File: config.mk
export PLATFORM = sky130hd
export DESIGN_NAME = indexed_linked_queue_manager_unit
export DESIGN_NICKNAME = d
export VERILOG_FILES = /design/src/design/ilqm_pkg.sv /design/src/design/ilqm_list_mem.sv /design/src/design/indexed_linked_queue_manager_unit.sv
export SDC_FILE = /design/constraint.sdc
export NUM_CORES = 2
export LEC_CHECK = 0
export BUFFER_PORTS_ARGS = -buffer_cell sky130_fd_sc_hd__buf_2
export CAP_MARGIN = 20
export CORE_ASPECT_RATIO = 2
export CORE_MARGIN = 8
export CORE_UTILIZATION = 30
export DETAILED_ROUTE_END_ITERATION = 10
export GPL_TIMING_DRIVEN = 0
export PLACE_DENSITY = 0.52
export REMOVE_ABC_BUFFERS = 1
export SETUP_SLACK_MARGIN = 0.1
export SYNTH_ARGS = -nofsm -noshare
export SYNTH_HDL_FRONTEND = slang
export SYNTH_SLANG_ARGS = --single-unit
File: constraint.sdc
create_clock -name i_clk -period 13.1 [get_ports i_clk]
set_input_delay 0.655 -clock i_clk [delete_from_list [all_inputs] [get_ports i_clk]]
set_output_delay 0.655 -clock i_clk [all_outputs]
set_load 0.03 [all_outputs]
File: src/design/ilqm_pkg.sv
// Shared types and operation codes for the indexed linked queue manager.
`default_nettype none

package ilqm_pkg;

    localparam int MODE_W = 2;

    localparam logic [MODE_W-1:0] MODE_ENQ = 2'd0;
    localparam logic [MODE_W-1:0] MODE_DEQ = 2'd1;
    localparam logic [MODE_W-1:0] MODE_REM = 2'd2;

    // Control for the entry link memories.
    typedef struct packed {
        logic rd_en;
        logic next_we;
        logic prev_we;
    } t_list_ctl;

endpackage

`default_nettype wire

File: src/design/ilqm_list_mem.sv
// Per-entry next and prev link memories, one write and one registered read each.
`default_nettype none

module ilqm_list_mem
    import ilqm_pkg::*;
#(
    parameter int ENTRIES = 64,
    parameter int ID_W    = $clog2(ENTRIES + 1),
    parameter int EID_W   = $clog2(ENTRIES)
) (
    input  wire logic             i_clk,
    input  wire t_list_ctl        i_ctl,
    input  wire logic [EID_W-1:0] i_rd_addr,
    input  wire logic [EID_W-1:0] i_next_waddr,
    input  wire logic [ID_W-1:0]  i_next_wdata,
    input  wire logic [EID_W-1:0] i_prev_waddr,
    input  wire logic [ID_W-1:0]  i_prev_wdata,
    output logic      [ID_W-1:0]  o_next,
    output logic      [ID_W-1:0]  o_prev
);

    logic [ID_W-1:0] mem_next [ENTRIES];
    logic [ID_W-1:0] mem_prev [ENTRIES];

    always_ff @(posedge i_clk) begin
        if (i_ctl.next_we) begin
            mem_next[i_next_waddr] <= i_next_wdata;
        end
        if (i_ctl.prev_we) begin
            mem_prev[i_prev_waddr] <= i_prev_wdata;
        end
    end

    // Read data holds until the next read is issued.
    always_ff @(posedge i_clk) begin
        if (i_ctl.rd_en) begin
            o_next <= mem_next[i_rd_addr];
            o_prev <= mem_prev[i_rd_addr];
        end
    end

endmodule

`default_nettype wire

File: src/design/indexed_linked_queue_manager_unit.sv
// Top level of the indexed linked queue manager.
// ENTRIES+1 queues share one doubly linked list over ENTRIES entries; the id
// ENTRIES stands for "none". Each input beat on the in channel (valid/ready)
// is one operation: enqueue at tail, dequeue head, or remove a given entry.
// Each operation yields exactly one beat on the out channel carrying
// o_popped_id (the dequeued id, or none).
// The result register loads from the LOOK state for enqueue, from LINK for
// remove and from POP2 for dequeue (head read, then a dependent read of the
// head's next link, then two writes to the prev memory, which has a single
// write port); a dequeue of an empty queue or an ignored operation loads from
// LOOK. One operation is in flight at a time and ready drops after each beat,
// so no new beat is taken until the operation before it has finished.
// The output register lets the next operation be accepted while a result
// waits; if the receiver stalls, the sequencer holds in its final step until
// the output register frees up.
// After reset a clearing pass writes none to every head, tail and link
// entry, one index per cycle; ready stays low then.
`default_nettype none

module indexed_linked_queue_manager_unit
    import ilqm_pkg::*;
#(
    parameter int ENTRIES = 64
) (
    input  wire logic                              i_clk,
    input  wire logic                              i_rst_n,
    input  wire logic                              i_in_valid,
    output logic                                   o_in_ready,
    input  wire logic [MODE_W-1:0]                 i_mode,
    input  wire logic [$clog2(ENTRIES + 1)-1:0]    i_queue_id,
    input  wire logic [$clog2(ENTRIES)-1:0]        i_entry_id,
    output logic                                   o_out_valid,
    input  wire logic                              i_out_ready,
    output logic      [$clog2(ENTRIES + 1)-1:0]    o_popped_id
);

    localparam int ID_W  = $clog2(ENTRIES + 1);
    localparam int EID_W = $clog2(ENTRIES);
    localparam logic [ID_W-1:0] NONE = ID_W'(ENTRIES);

    localparam logic [2:0] ST_CLR  = 3'd0;
    localparam logic [2:0] ST_IDLE = 3'd1;
    localparam logic [2:0] ST_LOOK = 3'd2;
    localparam logic [2:0] ST_POP  = 3'd3;
    localparam logic [2:0] ST_POP2 = 3'd4;
    localparam logic [2:0] ST_LINK = 3'd5;

    logic [2:0]        r_state, n_state;
    logic [ID_W-1:0]   r_clr;
    logic [MODE_W-1:0] r_mode;
    logic [ID_W-1:0]   r_q;
    logic [EID_W-1:0]  r_e;
    logic              r_ok;
    logic              r_out_valid;
    logic [ID_W-1:0]   r_out_id;

    logic [ID_W-1:0] mem_head [ENTRIES + 1];
    logic [ID_W-1:0] mem_tail [ENTRIES + 1];
    logic [ID_W-1:0] r_head_rd;
    logic [ID_W-1:0] r_tail_rd;

    logic            accept;
    logic            slot_free;
    logic            fin;
    logic [ID_W-1:0] result;
    logic [ID_W-1:0] e_ext;
    logic            in_ok;

    logic            head_we, tail_we;
    logic [ID_W-1:0] head_waddr, head_wdata, tail_waddr, tail_wdata;

    t_list_ctl        list_ctl;
    logic [EID_W-1:0] list_rd_addr;
    logic [EID_W-1:0] next_waddr, prev_waddr;
    logic [ID_W-1:0]  next_wdata, prev_wdata;
    logic [ID_W-1:0]  list_next, list_prev;

    assign o_in_ready  = (r_state == ST_IDLE);
    assign accept      = i_in_valid && o_in_ready;
    assign slot_free   = !r_out_valid || i_out_ready;
    assign o_out_valid = r_out_valid;
    assign o_popped_id = r_out_id;
    assign e_ext       = ID_W'(r_e);

    assign in_ok = (i_queue_id <= NONE) && (i_mode == MODE_DEQ ||
                   ((i_mode == MODE_ENQ || i_mode == MODE_REM) &&
                    (ID_W'(i_entry_id) < NONE)));

    always_comb begin
        n_state      = r_state;
        fin          = 1'b0;
        result       = NONE;
        head_we      = 1'b0;
        head_waddr   = r_q;
        head_wdata   = NONE;
        tail_we      = 1'b0;
        tail_waddr   = r_q;
        tail_wdata   = NONE;
        list_ctl     = '0;
        list_rd_addr = i_entry_id;
        next_waddr   = r_e;
        next_wdata   = NONE;
        prev_waddr   = r_e;
        prev_wdata   = NONE;
        unique case (r_state)
            ST_CLR: begin
                head_we    = 1'b1;
                head_waddr = r_clr;
                tail_we    = 1'b1;
                tail_waddr = r_clr;
                next_waddr = r_clr[EID_W-1:0];
                prev_waddr = r_clr[EID_W-1:0];
                if (r_clr != NONE) begin
                    list_ctl.next_we = 1'b1;
                    list_ctl.prev_we = 1'b1;
                end else begin
                    n_state = ST_IDLE;
                end
            end
            ST_IDLE: begin
                list_ctl.rd_en = accept;
                if (accept) begin
                    n_state = ST_LOOK;
                end
            end
            ST_LOOK: begin
                if (!r_ok) begin
                    fin = 1'b1;
                end else begin
                    case (r_mode)
                        MODE_ENQ: begin
                            fin        = 1'b1;
                            tail_we    = 1'b1;
                            tail_wdata = e_ext;
                            if (r_tail_rd == NONE) begin
                                head_we    = 1'b1;
                                head_wdata = e_ext;
                            end else begin
                                list_ctl.prev_we = 1'b1;
                                prev_wdata       = r_tail_rd;
                                list_ctl.next_we = 1'b1;
                                next_waddr       = r_tail_rd[EID_W-1:0];
                                next_wdata       = e_ext;
                            end
                        end
                        MODE_DEQ: begin
                            if (r_head_rd == NONE) begin
                                fin = 1'b1;
                            end else begin
                                list_ctl.rd_en = 1'b1;
                                list_rd_addr   = r_head_rd[EID_W-1:0];
                                n_state        = ST_POP;
                            end
                        end
                        default: begin
                            // remove: clear own links and fix head/tail first
                            list_ctl.next_we = 1'b1;
                            list_ctl.prev_we = 1'b1;
                            if (r_head_rd == e_ext) begin
                                head_we    = 1'b1;
                                head_wdata = list_next;
                            end
                            if (r_tail_rd == e_ext) begin
                                tail_we    = 1'b1;
                                tail_wdata = list_prev;
                            end
                            n_state = ST_LINK;
                        end
                    endcase
                end
            end
            ST_POP: begin
                list_ctl.next_we = 1'b1;
                next_waddr       = r_head_rd[EID_W-1:0];
                head_we          = 1'b1;
                head_wdata       = list_next;
                if (list_next != NONE) begin
                    list_ctl.prev_we = 1'b1;
                    prev_waddr       = list_next[EID_W-1:0];
                end else begin
                    tail_we = 1'b1;
                end
                n_state = ST_POP2;
            end
            ST_POP2: begin
                fin              = 1'b1;
                result           = r_head_rd;
                list_ctl.prev_we = 1'b1;
                prev_waddr       = r_head_rd[EID_W-1:0];
            end
            ST_LINK: begin
                fin = 1'b1;
                if (list_next != NONE) begin
                    list_ctl.prev_we = 1'b1;
                    prev_waddr       = list_next[EID_W-1:0];
                    prev_wdata       = list_prev;
                end
                if (list_prev != NONE) begin
                    list_ctl.next_we = 1'b1;
                    next_waddr       = list_prev[EID_W-1:0];
                    next_wdata       = list_next;
                end
            end
            default: begin
                n_state = ST_CLR;
            end
        endcase
        // final step waits for the output register; rewrites while held are harmless
        if (fin) begin
            n_state = slot_free ? ST_IDLE : r_state;
        end
    end

    always_ff @(posedge i_clk) begin
        if (head_we) begin
            mem_head[head_waddr] <= head_wdata;
        end
        if (tail_we) begin
            mem_tail[tail_waddr] <= tail_wdata;
        end
        if (accept) begin
            r_head_rd <= mem_head[i_queue_id];
            r_tail_rd <= mem_tail[i_queue_id];
        end
    end

    always_ff @(posedge i_clk) begin
        if (accept) begin
            r_mode <= i_mode;
            r_q    <= i_queue_id;
            r_e    <= i_entry_id;
            r_ok   <= in_ok;
        end
        if (fin && slot_free) begin
            r_out_id <= result;
        end
    end

    always_ff @(posedge i_clk) begin
        if (!i_rst_n) begin
            r_state     <= ST_CLR;
            r_clr       <= '0;
            r_out_valid <= 1'b0;
        end else begin
            r_state <= n_state;
            if (r_state == ST_CLR && r_clr != NONE) begin
                r_clr <= r_clr + 1'b1;
            end
            if (fin && slot_free) begin
                r_out_valid <= 1'b1;
            end else if (i_out_ready) begin
                r_out_valid <= 1'b0;
            end
        end
    end

    ilqm_list_mem #(
        .ENTRIES (ENTRIES),
        .ID_W    (ID_W),
        .EID_W   (EID_W)
    ) u_list_mem (
        .i_clk        (i_clk),
        .i_ctl        (list_ctl),
        .i_rd_addr    (list_rd_addr),
        .i_next_waddr (next_waddr),
        .i_next_wdata (next_wdata),
        .i_prev_waddr (prev_waddr),
        .i_prev_wdata (prev_wdata),
        .o_next       (list_next),
        .o_prev       (list_prev)
    );

endmodule

`default_nettype wire

==> flow_metrics.py <==
metrics = {
    "timing": {
        "post-route-period-util_pct": 45.6,
        "fin_ws_ps": 7130,
        "tightest_slew_ps": 1470,
        "clock_skew_ps": 63.5,
        "timing.final.crit_period_ps": 5970,
        "rsz0062_at_grt": "false",
        "whs_ps": 99.7,
        "fin_setup_tns_ps": 0,
        "fmax_mhz": 168,
        "slew_headroom_pct": 1.91,
        "hold_viol": 0,
        "slew_violations": 0,
        "setup_viol_count_final": 0,
    },
    "die": {
        "coreArea_mm2": 0.252,
        "fp.dieH_um": 727,
        "initial_core_util_pct": 30.1,
        "boundaryPins": 28,
        "num_rows": 261,
        "dieArea_mm2": 0.270,
        "die_w_um": 372,
    },
    "placement": {
        "dp.cells": 7568,
        "routabilityCongestion": 0.872,
        "port_buffers": 27,
        "hpwl_mm": 146,
        "post-place-ws_ps": 6880,
    },
    "yosys": {
        "synth_compound_area_share_pct": 7.08,
        "synth_cells": 4460,
        "synth_fa_ha_area_share_pct": 0.0330,
        "synth_xor_area_share_pct": 0.219,
        "ys_ff_latch": 1868,
        "synth.distinct_cells": 69,
        "synth-seq-area-share_pct": 73.8,
        "synth_mux_area_share_pct": 9.87,
        "synth_top_family_by_area": "multiplexers",
        "synth-edff-count": 1857,
        "async_flop_share_pct": 0,
        "synthSimpleGateAreaFrac_pct": 7.13,
        "syn_avg_cell_area_um2": 17.0,
        "ys.flop_type": "edfxtp_1",
        "yosysWarnings": 0,
        "synth_area_mm2": 0.0758,
    },
    "layout": {
        "drive_above_1_share_pct": 15.8,
        "final_net_count": 4474,
        "synthToLayoutAreaGrowth_pct": 13.5,
        "utilization_pct": 34.2,
        "stdcell_count": 7869,
    },
    "power_and_ir_drop": {
        "power_switching_uw": 3640,
        "power.density_mw_per_mm2": 157,
        "leakage_uw": 0.0254,
        "internal_power_uw": 9890,
        "comb_power_share_pct": 13.5,
        "seqPwrFrac_pct": 52.2,
        "ir_drop_v": 0.000115,
        "clkPwrFrac_pct": 34.3,
        "switching_share_pct": 26.9,
    },
    "cts": {
        "ctsHtreeMaxLevel": 4,
        "cts_tree": "done",
        "clock_latency_ps": 820,
        "ctsResizeCount": 0,
        "clk_path_buf_depth": 4,
        "cts_buffers": 165,
        "root_buffer": "clkbuf_16",
        "postCtsSetupRepairBufs": 0,
        "path_clk_slew_ps": 70,
        "clock_sinks": 1868,
    },
    "worst_hold_path": {
        "worstHoldStart": "i_entry_id[0]",
        "hold_end": "r_e[0]",
        "min_path_type": "in -> reg",
        "holdPathStages": 1,
    },
    "worst_setup_path": {
        "reg2reg_depth": 13,
        "rr_endpoint": "u_list_mem.o_prev[4]",
        "rrSetupSlack_ps": 7130,
        "path_max_fanout": 51,
        "crit_required_ps": 13490,
        "reg2reg_from": "r_state[0]",
        "crit_arrival_ps": 6360,
        "criticalPathCategory": "reg -> reg",
        "startpoint_type": "flip-flop",
        "end_kind": "flip-flop",
    },
    "status": {
        "status": "finished, final reports clean",
    },
    "drt": {
        "drc_errors": 0,
        "met2WireLength_mm": 124,
        "drt_iter0_drc": 3340,
        "route.met3.wl_mm": 6.81,
        "wl_per_cell_um": 26.9,
        "via_per_inst": 5.11,
        "dr.max_layer_used": "met5",
        "wl_met1_mm": 65.7,
        "antenna_left": 0,
        "vias": 40200,
        "routed_wirelength_mm": 212,
        "drtPass1Iterations": 6,
    },
    "global_routing": {
        "grtUsageTotal_pct": 15.3,
        "grt_max_degree": 82,
        "antenna_found_initial": 13,
        "grt_pass1_vias": 41900,
        "grt_overflow": 0,
        "grt_first_pass_wirelength_mm": 301,
    },
    "run": {
        "drv_cap": 0,
    },
}
==> critical path: stages (launching register included) <==
cell and delay (ps):
dfxtp_1 610, nand4bb_4 630, o21ai_4 700, buf_12 290, buf_12 230, buf_12 220
buf_16 210, buf_12 210, buf_12 220, a21boi_0 110, o21ai_0 320, a41oi_1 340
a2111oi_0 890, o2111ai_1 490
==> flip-flops by register name, summed over array words and instances, names as in the netlist <==
signal               count
r_tail_rd                7
u_list_mem.o_prev        7
r_ok                     1
o_popped_id              7
r_state                  3
u_list_mem.mem_prev    448
r_clr                    7
r_mode                   2
r_e                      6
o_out_valid              1
mem_head               455
r_head_rd                7
u_list_mem.o_next        7
u_list_mem.mem_next    448
mem_tail               455
r_q                      7
==> worst max-delay path by stage <==
stage	depth (start not counted)	end	from	slack [ps]
3_3_place_gp	7	u_list_mem.o_next[4]	r_state[0]	-38450
4_1_cts	13	u_list_mem.o_prev[0]	r_state[1]	6840
5_1_grt	13	u_list_mem.o_prev[5]	r_state[0]	6980
6_report	13	u_list_mem.o_prev[4]	r_state[0]	7130
3_5_place_dp	13	u_list_mem.o_prev[0]	r_state[1]	6880
2_1_floorplan	7	u_list_mem.o_next[0]	r_state[0]	-11820
==> per-stage QoR <==
stage	total power, µW	cell area (µm²)
2_1_floorplan	8090	74500
3_3_place_gp	8990	78700
3_5_place_dp	9020	81100
4_1_cts	13600	86000
5_1_grt	13900	86100
6_report	13500	86100
==> synthesized netlist by cell type (13+ instances only) <==
library cell	instances	share of area, %
nand3b_1	14	0.14
nand2b_1	14	0.12
a22o_1	16	0.18
a32oi_1	14	0.16
inv_1	17	0.084
and3_1	305	2.5
a22oi_1	27	0.27
nand4_1	39	0.32
buf_4	16	0.16
a21oi_1	22	0.15
edfxtp_1	1857	74
o2111ai_1	28	0.32
nand3_1	113	0.75
nor2_1	294	1.5
buf_2	52	0.34
o21ai_1	16	0.11
buf_1	37	0.18
a2111oi_0	43	0.50
mux2_2	20	0.30
a211oi_1	85	0.84
a41oi_1	42	0.49
mux4_2	294	8.7
a21boi_0	213	2.1
clkbuf_1	204	1.0
nor2b_1	13	0.11
o21ai_0	214	1.4
mux2i_1	57	0.75
nand2_1	262	1.3
==> final cells by class <==
type / instances / area (µm²)
fill: 23900 / 166000
sequential: 1868 / 56000
multi-input combinational: 2261 / 18700
clock buffer: 212 / 4420
tap: 3287 / 4110
timing repair buffer: 140 / 2250
clock inverter: 73 / 510
inverter: 17 / 63.8
antenna: 11 / 27.5
==> power groups by stage <==
stage	Clock, µW	Sequential, µW	Combinational [µW]
finish	4640	7060	1830
global route	4930	7080	1910
CTS	4750	7060	1840
detailed placement	0	7190	1830
global placement	0	7190	1800
floorplan	0	7140	946
==> routing by layer <==
layer | track usage, % | vias up
li1 | - | 17900
met1 | 13.9 | 20800
met2 | 31.3 | 1033
met3 | 1.65 | 459
met4 | 9.27 | 8
met5 | 0 | -
==> kinds of logic after synthesis <==
kind of cell,count (synthesis)
and+or+nand+nor,1095
buffers and inverters,331
DFF,1868
muxes,374
AOI/OAI and AO/OA,771
xor gates and xnor gates,19
adders and majority gates,2
==> layout by cell type, fill, tap and decap left out, drive strengths merged, types with 39 or more instances in the layout <==
cell | Yosys | layout
a2111oi | 43 | 43
a21boi | 213 | 213
nand3 | 113 | 113
mux4 | 294 | 294
nand2 | 262 | 262
clkinv | 0 | 60
buf | 110 | 137
mux2i | 60 | 60
nand4 | 39 | 39
clkbuf | 204 | 212
edfxtp | 1857 | 1857
o21ai | 231 | 231
and3 | 305 | 305
a211oi | 86 | 86
nor2 | 294 | 294
a41oi | 42 | 42
==> what timing repair did <==
action / CTS / global route
hold buffers: 2 / 0
endpoints found under the setup margin: 0 / 0
endpoints found under the hold margin: 2 / 0
Power figures use the tool's default switching activity.
